## config.mk

```make
export PLATFORM = sky130hd
export DESIGN_NAME = baseline_recal_frame_vote
export DESIGN_NICKNAME = d
export VERILOG_FILES = /design/src/rtl/brv_pkg.sv /design/src/rtl/brv_judge.sv /design/src/rtl/baseline_recal_frame_vote.sv
export SDC_FILE = /design/constraint.sdc
export NUM_CORES = 1
export LEC_CHECK = 0
export BUFFER_PORTS_ARGS = -buffer_cell sky130_fd_sc_hd__buf_2
export CAP_MARGIN = 20
export CORE_MARGIN = 2
export CORE_UTILIZATION = 45
export CTS_CLUSTER_SIZE = 28
export DETAILED_ROUTE_END_ITERATION = 12
export PLACE_DENSITY_LB_ADDON = 0.2
export SYNTH_ARGS = -nofsm -noshare
export SYNTH_HDL_FRONTEND = slang
export SYNTH_HIERARCHICAL = 1
export SYNTH_SLANG_ARGS = --single-unit
export TNS_END_PERCENT = 100
```

## constraint.sdc

```tcl
create_clock -name i_clk -period 15.23 [get_ports i_clk]
set_input_delay 2.2845 -clock i_clk [delete_from_list [all_inputs] [get_ports i_clk]]
set_output_delay 2.2845 -clock i_clk [all_outputs]
set_load 0.1 [all_outputs]
```

## src/rtl/brv_pkg.sv

```systemverilog
// Shared types and constants for the baseline recalibration frame vote block.
`default_nettype none

package brv_pkg;

    localparam logic [3:0] SKIP_FRAMES   = 4'd5;
    localparam logic [3:0] WINDOW_FRAMES = 4'd15;
    localparam logic [3:0] VOTE_LIMIT    = 4'd2;
    localparam logic [3:0] VOTE_MAX      = 4'd15;

    localparam logic OP_PIXEL = 1'b0;
    localparam logic OP_ACK   = 1'b1;

    localparam logic [1:0] REG_SIGNAL_THRESHOLD = 2'd0;
    localparam logic [1:0] REG_RAW_CENTER       = 2'd1;
    localparam logic [1:0] REG_RAW_SPAN         = 2'd2;

    localparam int IN_DATA_W  = 56;
    localparam int OUT_DATA_W = 8;

    typedef struct packed {
        logic [3:0]  fc;
        logic [3:0]  votes;
        logic        latch;
        logic [15:0] mn;
        logic [15:0] mx;
    } t_state;

    typedef struct packed {
        logic               opcode;
        logic [15:0]        pixel;
        logic               last;
        logic signed [15:0] max_sig;
        logic signed [15:0] min_sig;
        logic               reset_win;
        logic               auto_cal;
    } t_item;

    typedef struct packed {
        logic [14:0] thr;
        logic [15:0] center;
        logic [15:0] span;
    } t_cfg;

endpackage

`default_nettype wire

```

## src/rtl/brv_judge.sv

```systemverilog
// Next-state and result logic for one request: extremes update and frame rule.
`default_nettype none

module brv_judge
    import brv_pkg::*;
(
    input  t_state i_state,
    input  t_item  i_item,
    input  t_cfg   i_cfg,
    output t_state o_state,
    output logic   o_new_req
);

    logic [15:0]        mn_u;
    logic [15:0]        mx_u;
    logic [14:0]        half;
    logic [16:0]        upper;
    logic [15:0]        lower;
    logic signed [16:0] thr_s;
    logic signed [16:0] max_s;
    logic signed [16:0] min_s;
    logic               sig_excl;
    logic               abnormal;
    logic [3:0]         fc0;
    logic [3:0]         votes0;
    logic               latch0;

    assign mn_u   = (i_item.pixel < i_state.mn) ? i_item.pixel : i_state.mn;
    assign mx_u   = (i_item.pixel > i_state.mx) ? i_item.pixel : i_state.mx;
    assign half   = i_cfg.span[15:1];
    assign upper  = {1'b0, i_cfg.center} + {2'b00, half};
    assign lower  = (i_cfg.center > {1'b0, half}) ? (i_cfg.center - {1'b0, half}) : 16'd0;
    assign thr_s  = $signed({2'b00, i_cfg.thr});
    assign max_s  = $signed({i_item.max_sig[15], i_item.max_sig});
    assign min_s  = $signed({i_item.min_sig[15], i_item.min_sig});
    assign sig_excl = (max_s >= thr_s) || (min_s <= -thr_s);
    // extremes include this pixel, so max >= min
    assign abnormal = ((mx_u - mn_u) > i_cfg.span) || ({1'b0, mx_u} > upper) || (mn_u < lower);

    assign fc0    = i_item.reset_win ? 4'd0 : i_state.fc;
    assign votes0 = i_item.reset_win ? 4'd0 : i_state.votes;
    assign latch0 = i_item.reset_win ? 1'b0 : i_state.latch;

    always_comb begin
        o_state   = i_state;
        o_new_req = 1'b0;
        if (i_item.opcode == OP_ACK) begin
            o_state.latch = 1'b0;
            o_state.fc    = 4'd0;
            o_state.votes = 4'd0;
        end else if (!i_item.last) begin
            o_state.mn = mn_u;
            o_state.mx = mx_u;
        end else begin
            o_state.mn    = 16'hFFFF;
            o_state.mx    = 16'd0;
            o_state.fc    = fc0;
            o_state.votes = votes0;
            o_state.latch = latch0;
            if (fc0 < SKIP_FRAMES) begin
                o_state.fc = fc0 + 4'd1;
            end else if (fc0 < WINDOW_FRAMES) begin
                o_state.fc = fc0 + 4'd1;
                if (!sig_excl && abnormal && (votes0 < VOTE_MAX)) begin
                    o_state.votes = votes0 + 4'd1;
                end
            end else begin
                if ((votes0 > VOTE_LIMIT) && !i_item.auto_cal && !latch0) begin
                    o_state.latch = 1'b1;
                    o_new_req     = 1'b1;
                end
                o_state.votes = 4'd0;
            end
        end
    end

endmodule

`default_nettype wire

```

## src/rtl/baseline_recal_frame_vote.sv

```systemverilog
// Top level of the baseline recalibration frame vote block.
// Takes one request per clock while not stalled: pixels (tuser = 0) and acknowledges (tuser = 1).
// Each request is held in an input register, where the counter, vote,
// latch and min/max state is updated as the request advances, and a last
// pixel loads a result into the output register, which drives
// m_axis_tvalid; a result passes the input register and then the output
// register. The state update loop sets the rate of one request per cycle;
// the input side keeps taking requests while a result waits downstream,
// and stalls only while a last pixel in the input register waits for the
// output register to be taken.
`default_nettype none

module baseline_recal_frame_vote
    import brv_pkg::*;
(
    input  logic                  i_clk,
    input  logic                  i_rst_n,
    input  logic                  i_cfg_we,
    input  logic [1:0]            i_cfg_idx,
    input  logic [15:0]           i_cfg_data,
    input  logic                  s_axis_tvalid,
    output logic                  s_axis_tready,
    // pixel_value[15:0], frame_max_signal[31:16], frame_min_signal[47:32],
    // reset_window[48], auto_cal_active[49], zero[55:50]
    input  logic [IN_DATA_W-1:0]  s_axis_tdata,
    input  logic                  s_axis_tlast,
    // opcode[0]
    input  logic                  s_axis_tuser,
    output logic                  m_axis_tvalid,
    input  logic                  m_axis_tready,
    // req_raised[0], request_pending[1], zero[7:2]
    output logic [OUT_DATA_W-1:0] m_axis_tdata
);

    t_cfg   r_cfg;
    t_state r_state;
    t_state n_state;
    t_item  r_item;
    t_item  in_item;
    logic   r_in_vld;
    logic   r_out_vld;
    logic   r_out_new;
    logic   r_out_pend;
    logic   new_req;
    logic   gives_result;
    logic   out_free;
    logic   advance;

    always_ff @(posedge i_clk) begin
        if (!i_rst_n) begin
            r_cfg <= '0;
        end else if (i_cfg_we) begin
            unique case (i_cfg_idx)
                REG_SIGNAL_THRESHOLD: r_cfg.thr    <= i_cfg_data[14:0];
                REG_RAW_CENTER:       r_cfg.center <= i_cfg_data;
                REG_RAW_SPAN:         r_cfg.span   <= i_cfg_data;
                default: ;
            endcase
        end
    end

    assign in_item.opcode    = s_axis_tuser;
    assign in_item.pixel     = s_axis_tdata[15:0];
    assign in_item.last      = s_axis_tlast;
    assign in_item.max_sig   = s_axis_tdata[31:16];
    assign in_item.min_sig   = s_axis_tdata[47:32];
    assign in_item.reset_win = s_axis_tdata[48];
    assign in_item.auto_cal  = s_axis_tdata[49];

    assign gives_result  = (r_item.opcode == OP_PIXEL) && r_item.last;
    assign out_free      = !r_out_vld || m_axis_tready;
    assign advance       = r_in_vld && (!gives_result || out_free);
    assign s_axis_tready = !r_in_vld || advance;

    brv_judge u_judge (
        .i_state   (r_state),
        .i_item    (r_item),
        .i_cfg     (r_cfg),
        .o_state   (n_state),
        .o_new_req (new_req)
    );

    always_ff @(posedge i_clk) begin
        if (!i_rst_n) begin
            r_in_vld <= 1'b0;
        end else if (s_axis_tready) begin
            r_in_vld <= s_axis_tvalid;
        end
    end

    always_ff @(posedge i_clk) begin
        if (s_axis_tready && s_axis_tvalid) begin
            r_item <= in_item;
        end
    end

    always_ff @(posedge i_clk) begin
        if (!i_rst_n) begin
            r_state.fc    <= 4'd0;
            r_state.votes <= 4'd0;
            r_state.latch <= 1'b0;
            r_state.mn    <= 16'hFFFF;
            r_state.mx    <= 16'd0;
        end else if (advance) begin
            r_state <= n_state;
        end
    end

    always_ff @(posedge i_clk) begin
        if (!i_rst_n) begin
            r_out_vld <= 1'b0;
        end else if (out_free) begin
            r_out_vld <= advance && gives_result;
        end
    end

    always_ff @(posedge i_clk) begin
        if (advance && gives_result) begin
            r_out_new  <= new_req;
            r_out_pend <= n_state.latch;
        end
    end

    assign m_axis_tvalid = r_out_vld;
    assign m_axis_tdata  = {{(OUT_DATA_W-2){1'b0}}, r_out_pend, r_out_new};

    a_new_implies_pending: assert property (@(posedge i_clk) disable iff (!i_rst_n)
        r_out_vld |-> (!r_out_new || r_out_pend))
        else $error("new request reported without pending latch");

    a_votes_after_skip: assert property (@(posedge i_clk) disable iff (!i_rst_n)
        (r_state.votes != 4'd0) |-> (r_state.fc > SKIP_FRAMES))
        else $error("votes present during skip frames");

    a_latch_rise_reported: assert property (@(posedge i_clk) disable iff (!i_rst_n)
        $rose(r_state.latch) |-> (r_out_vld && r_out_new))
        else $error("latch raised without a reported request");

    a_ready_when_out_empty: assert property (@(posedge i_clk) disable iff (!i_rst_n)
        !r_out_vld |-> s_axis_tready)
        else $error("input stalled with empty output register");

endmodule

`default_nettype wire
```

==> flow_summary.ini <==
[clock_tree]
postCtsHoldBufs = 0
cts_buffers = 17
postCtsSetupRepairBufs = 0
clk_latency_ps = 440
cts_buffer_depth = 2
clk_pin_slew_worst_paths_ps = 70
post_cts_resized = 0
clock-sinks = 144
cts_tree = yes
root_buffer = clkbuf_16
htreeDepth = 4

[setup_path]
crit_end = r_state[35]
crit_type = reg2reg
critical_path.max_fanout = 22
max_stage_delay_ps = 540
r2r_slack_ps = 7740
crit_required_ps = 15520
r2r_end = r_state[35]
crit_top_cell = a21oi_1
critPathArrivalTime_ps = 7780
reg2reg_depth = 31
cp_slowest_cell = a31o_2
cp-startpoint = r_item[39]
crit_path_start_kind = register
r2r-start = r_item[39]
cp-end-kind = register

[layout]
final-seq-area_um2 = 3420
stdcell_area_um2 = 12400
nFillCells = 2301
areaGrowthSynthToFinish_pct = 10.3
drive_gt1_share_pct = 10.6
final_util_pct = 50.9
final_nets = 1579
diodes = 0
multi_input_area_um2 = 7160

[sta]
fin_tns_setup_ps = 0
hold_violations = 0
finalCritPeriodShare_pct = 49.2
drv_slew = 0
fin_crit_ps = 7490
fin_worst_skew_ps = 16.5
max_slew.worst_pin.slew_ps = 1080
slew_headroom_pct = 28.3
rsz0062_at_grt = no
setup_violations = 0
fin_hold_ws_ps = 475
max_freq_mhz = 133

[route]
antenna_left = 0
wl_per_cell_um = 15.9
vias = 8984
drtIter0Drc = 509
wl_um = 26500
dr.pass1.iters = 5
viasPerCell = 5.37
drc_errors = 0

[global_route]
grt_max_degree = 125
grt-ovfl-total = 0
grt_util_all_layers_pct = 20.7
grt_first_pass_wirelength_um = 43600
antenna_found_initial = 0
grt_pass1_vias = 8659

[synthesis]
ys_types = 68
synth_edf_count = 54
synthFlopType = dfxtp_1
avgSynthCellArea_um2 = 8.78
syn-cell-area_um2 = 11300
synth_warnings = 6
ys_ff_latch = 144
yosysSeqAreaShare_pct = 30.3
postSynth.asyncResetShare_pct = 0
syn_inst = 1285

[hold_path]
hold_depth = 2
min_path_type = reg2reg

[placed_design]
dpl_cell_area_um2 = 11800
portBuffers = 78
dpl.hpwl_um = 20300
gp_congestion = 0.864

[die]
start_util_pct = 46.1
die_y_um = 162
fp-row-count = 57
die_area_um2 = 26300
core_area_um2 = 24500
top_level_ports = 91
die_w_um = 162

[status]
status = complete, no violations

[job]
max_cap_violations = 0

[pwr]
ir_worst_vdd_mv = 0.0549
p_leak_nw = 5.18
power_density_nw_per_um2 = 92.9
per-layer routing:
layer  share of wire (%)  track usage (%)
met1                  51             29.3
met2                  44             33.6
met3                 3.8             2.89
met4                0.95             4.42
met5                   0                0
Yosys cell counts (3+ instances only):
cell type | count | area (um^2)
a2111oi_0 | 7 | 61.3
nor2_1 | 52 | 195
a21oi_1 | 61 | 305
xor2_1 | 9 | 78.8
a22oi_1 | 16 | 120
nand2_1 | 192 | 721
ha_1 | 160 | 2000
nor3_1 | 15 | 75.1
buf_2 | 8 | 40.0
a22o_1 | 14 | 123
and3_1 | 4 | 25.0
nor2b_1 | 50 | 313
nand4_1 | 24 | 150
o21a_1 | 11 | 82.6
xnor2_1 | 45 | 394
dfxtp_1 | 90 | 1800
edfxtp_1 | 54 | 1620
mux2_2 | 15 | 169
mux2i_1 | 59 | 591
a21boi_1 | 15 | 113
clkbuf_1 | 31 | 116
o31ai_1 | 5 | 37.5
nor4_1 | 7 | 43.8
inv_1 | 109 | 409
o211ai_1 | 6 | 45.0
o31a_1 | 3 | 26.3
a21boi_0 | 34 | 255
nand2b_1 | 13 | 81.3
o21ai_0 | 42 | 210
o2111ai_1 | 4 | 35.0
a211oi_1 | 11 | 82.6
buf_6 | 6 | 67.6
a21o_1 | 17 | 128
fa_1 | 3 | 60.1
o21bai_1 | 14 | 105
or3_1 | 6 | 37.5
nand3_1 | 18 | 90.1
buf_4 | 12 | 90.1
a311oi_1 | 3 | 26.3
worst min-delay path by stage:
stage	from	endpoint	slack [ps]
3_3_place_gp	r_state[32]	r_state[32]	450
6_report	r_cfg[13]	r_cfg[13]	470
4_1_cts	r_cfg[44]	r_cfg[44]	480
2_1_floorplan	r_cfg[39]	r_cfg[39]	440
3_5_place_dp	r_state[32]	r_state[32]	470
5_1_grt	r_cfg[14]	r_cfg[14]	500
metrics by stage:
stage               setup WS, ps  cells  power, mW
floorplan                   8930   1290      0.662
global placement            7970   1640      0.732
detailed placement          7870   1640      0.736
CTS                         7810   1672       1.16
global route                7090   1672       1.22
finish                      7740   1672       1.16
flip-flops by register name (all words and copies together), names as in the netlist:
signal and flops:
r_item 52, r_cfg 47, r_state 41, m_axis_tvalid 1, r_in_vld 1, r_out_new 1, r_out_pend 1
area by class of cell:
cell class	instances	area share, %
clock buffers	17	3.42
clock inverters	15	1.46
inverters	109	3.29
multi-input cells	979	57.5
flip-flops and latches	144	27.5
well taps	324	3.26
repair buffers	84	3.52
report_power, final:
group          internal (mW)  switching [mW]
Sequential             0.414          0.0129
Combinational          0.130           0.174
Clock                  0.223           0.203
Total                  0.767           0.389
critical path, delay by kind of cell, from the launching register on:
kind / cells / cell delay (ps)
adders and majority gates: 4 / 1320
and+or+nand+nor: 6 / 690
muxes: 1 / 90
DFF: 1 / 480
xor gates and xnor gates: 1 / 90
AOI/OAI and AO/OA: 18 / 4590
buffers and inverters: 1 / 60
kinds of logic after synthesis:
kind of cell | synth area share [%]
simple gates | 16.7
compound gates | 17.3
buf+inv | 6.44
fa+ha+maj | 18.3
flops | 30.3
mux | 6.73
xor+xnor | 4.19
other cells | 0.0332
placed cells by master, fill, tap and decap left out, types with 5 or more instances in the layout:
cell type	instances
o31ai_1	5
ha_1	160
xor2_1	9
mux2_2	15
o211ai_1	6
a22o_1	14
a2111oi_0	7
a21o_1	17
inv_8	5
mux2i_1	59
xnor2_1	45
nor2_1	52
nand4_1	24
buf_4	7
nor3_1	15
nor2b_1	49
dfxtp_1	90
inv_1	109
a21oi_1	61
a211oi_1	11
buf_2	77
o21a_1	10
nor4_1	7
nand2_1	192
o21ai_0	42
or3_1	6
conb_1	6
edfxtp_1	54
a21boi_0	34
clkbuf_16	17
a22oi_1	16
nand3_1	18
a21boi_1	15
clkinv_8	5
o21bai_1	14
nand2b_1	13
Note: power is estimated with default switching activity, not from simulation.
